`config.mk`:
```
export PLATFORM = sky130hd
export DESIGN_NAME = csd_ctrl
export DESIGN_NICKNAME = d
export VERILOG_FILES = /design/src/rtl/csd_pkg.sv /design/src/rtl/csd_ctrl.sv
export VERILOG_INCLUDE_DIRS = /design/src /design/src/rtl
export SDC_FILE = /design/constraint.sdc
export NUM_CORES = 1
export LEC_CHECK = 0
export ABC_AREA = 1
export BUFFER_PORTS_ARGS = -buffer_cell sky130_fd_sc_hd__buf_2
export CORE_AREA = 2 2 39 41
export CTS_BUF_LIST = sky130_fd_sc_hd__clkbuf_8
export CTS_CLUSTER_DIAMETER = 120
export DETAILED_ROUTE_END_ITERATION = 8
export DIE_AREA = 0 0 41 43
export SLEW_MARGIN = 20
export SYNTH_ARGS = -nofsm -noshare
export SYNTH_HDL_FRONTEND = slang
export SYNTH_SLANG_ARGS = --single-unit
```
`constraint.sdc`:
```
create_clock -name clock -period 0.8 [get_ports clock]
set_input_delay 0.12 -clock clock [delete_from_list [all_inputs] [get_ports clock]]
set_output_delay 0.12 -clock clock [all_outputs]
set_load 0.03 [all_outputs]
```
`src/rtl/csd_stitch_stream_decoder_macros.svh`:
```
// assertion helpers for the decoder rtl (included by csd_ctrl)
`ifndef CSD_STITCH_STREAM_DECODER_MACROS_SVH
`define CSD_STITCH_STREAM_DECODER_MACROS_SVH

// cause in this cycle implies effect in the next
`define CSD_ASSERT_NEXT(label, clk, rst, cause, effect) \
   label: assert property (@(posedge clk) disable iff (rst) (cause) |=> (effect)) \
      else $error("next-cycle check failed");

// condition implies consequence in the same cycle
`define CSD_ASSERT_NOW(label, clk, rst, cond, conseq) \
   label: assert property (@(posedge clk) disable iff (rst) (cond) |-> (conseq)) \
      else $error("same-cycle check failed");

`endif

```
`src/rtl/csd_pkg.sv`:
```
package csd_pkg;

   localparam int SUB_MASK_SIZE = 479;
   localparam int XOR_MASK_SIZE = 501;
   localparam int ORDER_ENTRIES = 14;
   localparam int THREAD_COUNT  = 16;
   localparam int POSITION_BITS = 24;

   localparam int COLOUR_BYTES = THREAD_COUNT * 3;
   localparam int ORDER_START  = COLOUR_BYTES + 2;
   localparam int HEADER_BYTES = ORDER_START + ORDER_ENTRIES;
   localparam int FILL_STEPS   = SUB_MASK_SIZE + XOR_MASK_SIZE;

   localparam logic [31:0] LCG_MUL = 32'h41C64E6D;
   localparam logic [31:0] LCG_ADD = 32'h00003039;

   localparam logic [7:0] END_CODE_A = 8'hF8;
   localparam logic [7:0] END_CODE_B = 8'h87;
   localparam logic [7:0] END_CODE_C = 8'h91;
   localparam logic [4:0] FLAG_MASK   = 5'h1F;
   localparam logic [4:0] CHANGE_MASK = 5'h0C;

   typedef enum logic {
      REQ_START = 1'b0,
      REQ_DATA  = 1'b1
   } req_kind_type;

   typedef enum logic {
      CSR_SCRAMBLE_TYPE = 1'b0,
      CSR_KEY_SEED      = 1'b1
   } csr_index_type;

   typedef enum logic [2:0] {
      KIND_COLOUR = 3'd0,
      KIND_NORMAL = 3'd1,
      KIND_TRIM   = 3'd2,
      KIND_CHANGE = 3'd3,
      KIND_END    = 3'd4
   } kind_type;

   typedef enum logic [1:0] {
      ST_IDLE,
      ST_FILL,
      ST_DECODE
   } state_type;

   typedef struct packed {
      logic start_load;
      logic fill_en;
      logic read_en;
      logic decode_en;
   } cmd_type;

   typedef struct packed {
      logic fill_last;
      logic out_free;
      logic done;
   } status_type;

   localparam logic [7:0] PERM_TABLE [256] = '{
      8'h43,8'h6E,8'h72,8'h7A,8'h76,8'h6C,8'h61,8'h6F,8'h7C,8'h29,8'h5D,8'h62,8'h60,8'h6E,8'h61,8'h62,
      8'h20,8'h41,8'h66,8'h6A,8'h3A,8'h35,8'h5A,8'h63,8'h7C,8'h37,8'h3A,8'h2A,8'h25,8'h24,8'h2A,8'h33,
      8'h00,8'h10,8'h14,8'h03,8'h72,8'h4C,8'h48,8'h42,8'h08,8'h7A,8'h5E,8'h0B,8'h6F,8'h45,8'h47,8'h5F,
      8'h40,8'h54,8'h5C,8'h57,8'h55,8'h59,8'h53,8'h3A,8'h32,8'h6F,8'h53,8'h54,8'h50,8'h5C,8'h4A,8'h56,
      8'h2F,8'h2F,8'h62,8'h2C,8'h22,8'h65,8'h25,8'h28,8'h38,8'h30,8'h38,8'h22,8'h2B,8'h25,8'h3A,8'h6F,
      8'h27,8'h38,8'h3E,8'h3F,8'h74,8'h37,8'h33,8'h77,8'h2E,8'h30,8'h3D,8'h34,8'h2E,8'h32,8'h2B,8'h2C,
      8'h0C,8'h18,8'h42,8'h13,8'h16,8'h0A,8'h15,8'h02,8'h0B,8'h1C,8'h1E,8'h0E,8'h08,8'h60,8'h64,8'h0D,
      8'h09,8'h51,8'h25,8'h1A,8'h18,8'h16,8'h19,8'h1A,8'h58,8'h10,8'h14,8'h5B,8'h08,8'h15,8'h1B,8'h5F,
      8'hD5,8'hD2,8'hAE,8'hA3,8'hC1,8'hF0,8'hF4,8'hE8,8'hF8,8'hEC,8'hA6,8'hAB,8'hCD,8'hF8,8'hFD,8'hFB,
      8'hE2,8'hF0,8'hFE,8'hFA,8'hF5,8'hB5,8'hF7,8'hF9,8'hFC,8'hB9,8'hF5,8'hEF,8'hF4,8'hF8,8'hEC,8'hBF,
      8'hC3,8'hCE,8'hD7,8'hCD,8'hD0,8'hD7,8'hCF,8'hC2,8'hDB,8'hA4,8'hA0,8'hB0,8'hAF,8'hBE,8'h98,8'hE2,
      8'hC2,8'h91,8'hE5,8'hDC,8'hDA,8'hD2,8'h96,8'hC4,8'h98,8'hF8,8'hC9,8'hD2,8'hDD,8'hD3,8'h9E,8'hDE,
      8'hAE,8'hA5,8'hE2,8'h8C,8'hB6,8'hAC,8'hA3,8'hA9,8'hBC,8'hA8,8'hA6,8'hEB,8'h8B,8'hBF,8'hA1,8'hAC,
      8'hB5,8'hA3,8'hBB,8'hB6,8'hA7,8'hD8,8'hDC,8'h9A,8'hAA,8'hF9,8'h82,8'hFB,8'h9D,8'hB9,8'hAB,8'hB3,
      8'h94,8'hC1,8'hA0,8'h8C,8'h8B,8'h8E,8'h95,8'h8F,8'h87,8'h99,8'hE7,8'hE1,8'hA3,8'h83,8'h8B,8'hCF,
      8'hA3,8'h85,8'h9D,8'h83,8'hD4,8'hB7,8'h83,8'h84,8'h91,8'h97,8'h9F,8'h88,8'h8F,8'hDD,8'hAD,8'h90
   };

endpackage

```
`src/rtl/csd_ctrl.sv`:
```
`include "csd_stitch_stream_decoder_macros.svh"

module csd_ctrl (
   input  logic                clock,
   input  logic                reset,
   input  logic                req_valid,
   input  logic                req_type,
   output logic                req_ready,
   output csd_pkg::cmd_type    cmd,
   input  csd_pkg::status_type status
);

   csd_pkg::state_type state_ff, state_in;

   always_ff @(posedge clock) begin
      if (reset) begin
         state_ff <= csd_pkg::ST_IDLE;
      end else begin
         state_ff <= state_in;
      end
   end

   always_comb begin
      state_in  = state_ff;
      cmd       = '0;
      req_ready = 1'b0;
      unique case (state_ff)
         csd_pkg::ST_IDLE: begin
            req_ready = 1'b1;
            if (req_valid) begin
               if (req_type == csd_pkg::REQ_START) begin
                  cmd.start_load = 1'b1;
                  state_in       = csd_pkg::ST_FILL;
               end else if (!status.done) begin
                  cmd.read_en = 1'b1;
                  state_in    = csd_pkg::ST_DECODE;
               end
            end
         end
         csd_pkg::ST_FILL: begin
            cmd.fill_en = 1'b1;
            if (status.fill_last) begin
               state_in = csd_pkg::ST_IDLE;
            end
         end
         csd_pkg::ST_DECODE: begin
            if (status.out_free) begin
               cmd.decode_en = 1'b1;
               state_in      = csd_pkg::ST_IDLE;
            end
         end
         default: begin
            state_in = csd_pkg::ST_IDLE;
         end
      endcase
   end

   `CSD_ASSERT_NEXT(a_start_fills, clock, reset, cmd.start_load, state_ff == csd_pkg::ST_FILL)
   `CSD_ASSERT_NEXT(a_fill_ends, clock, reset, cmd.fill_en && status.fill_last, state_ff == csd_pkg::ST_IDLE)
   `CSD_ASSERT_NEXT(a_decode_waits, clock, reset, state_ff == csd_pkg::ST_DECODE && !status.out_free, state_ff == csd_pkg::ST_DECODE)
   `CSD_ASSERT_NOW(a_one_cmd, clock, reset, 1'b1, $onehot0(cmd))

endmodule

```
==> results.toml, run 1 <==
[routing]
drt-total-wl_um = 415
drtIter0Drc = 2
via_per_inst = 3.25
wl_per_cell_um = 7.55
ant_nets = 0
vias = 179
drt_pass1_iterations = 4
drc = 0

[global_route]
grt_max_degree = 5
grt_pass1_wl_um = 586
grt-ovfl-total = 0
track_usage_pct = 5.72
antenna_found_initial = 0
grt_pass1_vias = 174

[hold_path]
worstHoldStart = "reset"
min_to = "state_ff[0]"
holdPathStages = 2
hold_path.class = "in2reg"

[synthesis]
syn-mean-instance-area_um2 = 6.13
yosysSeqAreaShare_pct = 32.7
yosysWarnings = 0
synthCells = 20
syn_nets = 27
synth_cell_types = 8
syn_area_um2 = 123
synth-seq-cells = 2

[power_and_ir_drop]
cellLeakagePower_nw = 0.170
totalPowerFinal_uw = 648
peakVddDrop_mv = 0.410
pwr_density_cell_nw_per_um2 = 1840

[die]
dieWidth_um = 41
start_util_pct = 8.86
die_area_um2 = 1760
ios = 12
fp.dieH_um = 43
core_area_um2 = 1380
num_rows = 14

[cells_and_area]
drive_gt1_share_pct = 79.5
final_cell_mix = "buf_2 (6), buf_6 (6), buf_4 (4)"
largest_register = "state_ff"
stdcell_count = 55
multi_input_area_um2 = 95.1
syn2layout_area_growth_pct = 187
seq_area_um2 = 42.5
utilization_pct = 25.4
nNetsFinal = 48
fill_cells = 156
diodes = 0
largest_reg_flops = 2
fin_area_um2 = 352
reg.largest.list = "state_ff (2)"

[clock_tree]
cts_htree_levels = 1
cts_max_path_buffers = 2
cts_tree = "yes"
path_clk_slew_ns = 0.03
cts_hold_buf = 0
clock_sinks = 2
cts_buffers = 3
cts-root-buf = "clkbuf_8"
clkLatencyLatePin_ns = 0.21

[worst_setup_path]
crit_arrival_ns = 0.97
required_ns = 0.68
r2r_end = "state_ff[1]"
reg2reg_from = "state_ff[0]"
rr_worst_depth = 5
startpoint_type = "flop"
worstSetupEndpointType = "output pin"
crit_buf_inv = 2
rrSetupSlack_ns = -0.22
crit_type = "reg2out"
cp_max_fo = 3
critPathTopFamily = "flip-flops"
crit_chain = "nor2_4 > nand3_4 > inv_4 > buf_6"
max_stage_delay_ns = 0.32
slowest_stage = "dfxtp_2"

[timing]
holdWs_ns = 0.104
worst_slack_ns = -0.286
slew_headroom_pct = 84.5
timing.final.crit_share_pct = 136
setup-violations-final = 7
finalHoldViolCount = 0
finalMaxSlewViolations = 0
period_minus_slack_ns = 1.09
skew_ns = 0.00231
fmax_ghz = 0.921
finalSetupTns_ns = -1.53
worst_pin_slew_ns = 0.232
rsz0062_at_grt = "yes"

[place]
pre_cts_ws_ns = -0.121
placed_area_um2 = 243
dp.cells = 50
io_buffers = 11
finalWeightedCongestion = 0.565

[run]
maxCapViolCount = 0

[outcome]
status = "finished with violations"
violations = "negative setup slack"
worst register-to-register path, delay by kind of cell (launching register included):
| family | cells | cell delay (ns) |
|---|---|---|
| flops | 1 | 0.32 |
| simple gates | 2 | 0.25 |
| buf+inv | 2 | 0.25 |
| compound gates | 1 | 0.11 |
how the worst max path moves through the flow:
stage	startpoint	to	slack, ns	cells past startpoint
2_1_floorplan	state_ff[1]	cmd[3]	-0.12	3
3_3_place_gp	state_ff[0]	cmd[0]	-0.11	4
3_5_place_dp	state_ff[0]	cmd[0]	-0.12	4
4_1_cts	state_ff[0]	cmd[1]	-0.27	4
5_1_grt	state_ff[1]	cmd[1]	-0.33	4
6_report	state_ff[0]	cmd[1]	-0.29	4
cell usage after synthesis:
cell	number	area (um^2)
a21oi_1	2	10.0
dfxtp_1	2	40.0
inv_1	6	22.5
nand2_1	3	11.3
nand3_1	1	5.00
nand3_2	1	10.0
nor2_1	3	11.3
nor2_2	2	12.5
repair_timing:
action	4_1_cts	5_1_grt
resized for setup	14	2
buffers inserted	3	0
endpoints found under the hold margin	0	0
pin swaps	2	0
setup endpoints to repair	7	7
kinds of logic (layout without fill, tap and decap cells):
kind of cell	Yosys count	count (layout)	share of synthesized area, %
AND/OR/NAND/NOR	10	10	40.8
buffers and inverters	6	25	18.4
AO/OA/AOI/OAI	2	2	8.16
flip-flops	2	2	32.7
cell type report:
| cell class | count | area share [%] |
|---|---|---|
| clock buffers | 3 | 11.7 |
| inverters | 6 | 7.12 |
| multi-input cells | 12 | 27.0 |
| flip-flops and latches | 2 | 12.1 |
| well taps | 16 | 5.69 |
| repair buffers | 16 | 36.3 |
routing by layer:
| layer | part of all wire (%) | global-route usage (%) | up-vias |
|---|---|---|---|
| met5 | 0 | 0 | - |
| met4 | 0 | 8.00 | 0 |
| met3 | 3.9 | 1.57 | 0 |
| met2 | 60 | 9.38 | 5 |
| met1 | 36 | 3.85 | 78 |
| li1 | - | - | 96 |
where the power goes:
group	leakage (nW)	internal, mW	switching, mW	total [mW]
logic	0.131	0.0705	0.0768	0.147
registers	0.0172	0.107	0.00612	0.113
clock network	0.0216	0.317	0.0710	0.388
Power figures use the tool's default switching activity.
==> run 2: changes to the inputs <==
Settings changed: CELL_PAD_IN_SITES_DETAIL_PLACEMENT set to 0, CELL_PAD_IN_SITES_GLOBAL_PLACEMENT set to 1, PLACE_DENSITY_LB_ADDON set to 0.1, SKIP_CTS_REPAIR_TIMING set to 1.
==> run 2 against run 1 <==
The run still ends with negative setup slack left; largest power group unchanged; wire length is 2.4% lower; clock skew is 0.00054 ns higher; worst setup slack worse by 0.015 ns; die area stayed put; highest routed layer is now met4.
==> results.toml, run 2 (synthesis results as in run 1) <==
[timing]
period_minus_slack_ns = 1.10
slew_headroom_pct = 87.6
finalSetupTns_ns = -1.71
rsz0062_at_grt = "yes"
worst_pin_slew_ns = 0.185
finalHoldViolCount = 0
fmax_ghz = 0.908
setup-violations-final = 7
finalMaxSlewViolations = 0
worst_slack_ns = -0.301
timing.final.crit_share_pct = 138
skew_ns = 0.00286

[power_and_ir_drop]
cellLeakagePower_nw = 0.172
peakVddDrop_mv = 0.492
pwr_density_cell_nw_per_um2 = 1860

[cells_and_area]
drive_gt1_share_pct = 77.5
nNetsFinal = 49
utilization_pct = 25.4
final_cell_mix = "buf_2 (6), buf_4 (6), buf_6 (5)"
syn2layout_area_growth_pct = 187
largest_reg_flops = 2
diodes = 0
stdcell_count = 56
fin_area_um2 = 352
reg.largest.list = "state_ff (2)"
largest_register = "state_ff"

[clock_tree]
cts_max_path_buffers = 2
clock_sinks = 2
clkLatencyLatePin_ns = 0.21
cts-root-buf = "clkbuf_8"
cts_buffers = 3
cts_tree = "yes"
path_clk_slew_ns = 0.03
cts_htree_levels = 1

[routing]
vias = 188
wl_per_cell_um = 7.23
drc = 0
ant_nets = 0
drtIter0Drc = 0
via_per_inst = 3.36
drt_pass1_iterations = 1
drt-total-wl_um = 405

[place]
placed_area_um2 = 243
io_buffers = 11
finalWeightedCongestion = 0.628
dp_hpwl_um = 317
pre_cts_ws_ns = -0.135
dp.cells = 50

[worst_setup_path]
cp_max_fo = 4
crit_type = "reg2out"
required_ns = 0.68
crit_arrival_ns = 0.98
worstSetupEndpointType = "output pin"
startpoint_type = "flop"

[outcome]
violations = "negative setup slack"
status = "finished with violations"

[die]
ios = 12
core_area_um2 = 1380
num_rows = 14
dieWidth_um = 41
start_util_pct = 8.86
die_area_um2 = 1760
fp.dieH_um = 43

[global_route]
grt_pass1_wl_um = 655
antenna_found_initial = 0
grt_max_degree = 5
grt_pass1_vias = 160
track_usage_pct = 6.30
grt-ovfl-total = 0

[run]
maxCapViolCount = 0

[hold_path]
hold_path.class = "in2reg"
## run 2: cell count changes in the layout (fill, tap and decap cells not counted), sizes merged
| cell | change |
|---|---|
| buf | +1 |
## run 2: per-layer routing
metal  up-vias  GRT usage, %  routed length (um)
met4         0          8.00                  12
met1        79          6.35                 160
li1         99             -                   -
met2         8          6.88                 211
met3         2          4.71                  20
met5         -             0                   0
## run 2: worst max-delay path, cell delays in order (launching register included)
cell and delay, ns:
dfxtp_2 0.33, nor2_4 0.16, nand3_4 0.10, inv_4 0.06
buf_6 0.12
## run 2: final timing paths
check | cells past startpoint | endpoint | slack, ns | start
hold / removal | 2 | state_ff[0] | 0.08 | reset
setup / recovery | 4 | cmd[1] | -0.30 | state_ff[1]
hold reg to reg | 2 | state_ff[1] | 0.52 | state_ff[1]
setup reg to reg | 5 | state_ff[1] | -0.23 | state_ff[1]
## run 2: final cells by class
cell class / count / area, um^2
timing repair buffer: 17 / 131
inverter: 6 / 25.0
fill: 165 / 1030
tap: 16 / 20.0
sequential: 2 / 42.5
clock buffer: 3 / 41.3
multi-input combinational: 12 / 91.3
## run 2: per-stage QoR
step           hold WS, ns  total power, mW
3_3_place_gp         0.292            0.221
2_1_floorplan        0.182            0.178
4_1_cts             0.0636            0.634
5_1_grt             0.0819            0.698
3_5_place_dp         0.288            0.222
6_report            0.0767            0.654
## run 2: report_power, final
| part | internal, mW | switching, mW |
|---|---|---|
| Combinational | 0.0721 | 0.0743 |
| Sequential | 0.107 | 0.00637 |
| Clock | 0.318 | 0.0767 |
| Total | 0.497 | 0.157 |
==> run 3: changes to the inputs <==
Clock period 0.8 ns to 1.2 ns, I/O delays scaled along.
==> run 3 against run 2 <==
Sequential cell count unchanged; cell count fell by 8.9%; first-iteration DRC count up 1; sequential power is 34% lower; sequential share of layout area increased by 3.4 points; non-clock buffer count shrank 5; critical endpoint is now req_ready; the flow now finishes without violations; largest cell class unchanged; clock power shrank 35%; global-route usage down 1.9 points; register-to-register slack better by 0.61 ns; via count decreased by 12%.
==> results.toml, run 3 (synthesis results as in run 1) <==
[worst_setup_path]
critPathTopFamily = "flip-flops"
slowest_stage = "dfxtp_2"
startpoint_type = "flop"
crit_buf_inv = 2
worstSetupEndpointType = "output pin"
max_stage_delay_ns = 0.34
crit_type = "reg2out"
crit_chain = "nor2_4 > buf_4 > buf_2"
rr_worst_depth = 4
reg2reg_from = "state_ff[0]"
cp_max_fo = 4
r2r_end = "state_ff[0]"
required_ns = 1.02
crit_arrival_ns = 0.99
rrSetupSlack_ns = 0.38

[clock_tree]
clock_sinks = 2
path_clk_slew_ns = 0.03
cts-root-buf = "clkbuf_8"
clkLatencyLatePin_ns = 0.21
cts_max_path_buffers = 2
cts_htree_levels = 1
cts_buffers = 3
cts_tree = "yes"

[global_route]
grt_pass1_vias = 143
grt_pass1_wl_um = 476
grt_max_degree = 5
antenna_found_initial = 0
grt-ovfl-total = 0
track_usage_pct = 4.41

[place]
finalWeightedCongestion = 0.605
io_buffers = 11
dp_hpwl_um = 287

[timing]
finalMaxSlewViolations = 0
period_minus_slack_ns = 1.17
skew_ns = 0.00245
setup-violations-final = 0
timing.final.crit_share_pct = 97.4
fmax_ghz = 0.855
holdWs_ns = 0.138
slew_headroom_pct = 89.8
finalHoldViolCount = 0
finalSetupTns_ns = 0
worst_pin_slew_ns = 0.154

[die]
dieWidth_um = 41
core_area_um2 = 1380
fp.dieH_um = 43
ios = 12
start_util_pct = 8.86
num_rows = 14
die_area_um2 = 1760

[routing]
drc = 0
ant_nets = 0
wl_per_cell_um = 6.94
drtIter0Drc = 1
drt-total-wl_um = 354
drt_pass1_iterations = 2
via_per_inst = 3.25
vias = 166

[cells_and_area]
syn2layout_area_growth_pct = 117
drive_gt1_share_pct = 60.0
mostFrequentLayoutCell = "buf_2"
final_cell_mix = "buf_2 (8), inv_1 (5), nor2_1 (3), clkbuf_8 (3)"
nNetsFinal = 44
reg.largest.list = "state_ff (2)"
fill_cells = 170
largest_reg_flops = 2
diodes = 0
largest_register = "state_ff"

[hold_path]
min_to = "state_ff[1]"
worstHoldStart = "reset"
holdPathStages = 2
hold_path.class = "in2reg"

[run]
maxCapViolCount = 0

[power_and_ir_drop]
cellLeakagePower_nw = 0.145
totalPowerFinal_uw = 399
pwr_density_cell_nw_per_um2 = 1500
peakVddDrop_mv = 0.326

[outcome]
status = "finished clean"
==> run 3: cell count changes in the layout (fill, tap and decap cells not counted), moves of 2 or more <==
| cell | previous run | this run |
|---|---|---|
| buf_2 | 6 | 8 |
| buf_4 | 6 | 2 |
| buf_6 | 5 | 1 |
| inv_1 | 3 | 5 |
| nor2_4 | 3 | 1 |
==> run 3: worst max path at each step <==
stage | to | startpoint | cells after the start
after global routing | cmd[0] | state_ff[0] | 4
after CTS | cmd[1] | state_ff[1] | 4
after floorplan | cmd[3] | state_ff[1] | 3
after detailed placement | cmd[1] | state_ff[1] | 4
final | req_ready | state_ff[1] | 3
after global placement | cmd[1] | state_ff[1] | 4
==> run 3: metrics by stage <==
step                      worst slack, ns  instance area, um^2  std cells  util (%)
final                              0.0310                  267         51      19.3
after global routing             -0.00924                  267         51      19.3
after CTS                         -0.0330                  239         50      17.3
after detailed placement            0.197                  198         47      14.3
after global placement              0.202                  198         47      14.3
after floorplan                    0.0306                  123         20         -
==> run 3: per-layer routing <==
metal / part of all wire (%) / wire, um / track usage, % / up-vias
met1: 38 / 133 / 4.47 / 68
met4: 0 / 0 / 6.00 / 0
met5: 0 / 0 / 0 / -
li1: - / - / - / 89
met3: 9.6 / 34 / 1.57 / 0
met2: 53 / 186 / 5.63 / 9
==> run 3: where the power goes <==
part	internal [mW]	leakage (nW)	switching [mW]
sequential	0.0706	0.0168	0.00387
combinational	0.0275	0.107	0.0398
clock	0.211	0.0216	0.0457
==> run 3: cell type report <==
class,instances,area (um^2),share of cell area [%]
multi-input combinational,12,67.6,25.4
sequential,2,41.3,15.5
clock buffer,3,41.3,15.5
tap,16,20.0,7.51
inverter,6,22.5,8.45
timing repair buffer,12,73.8,27.7
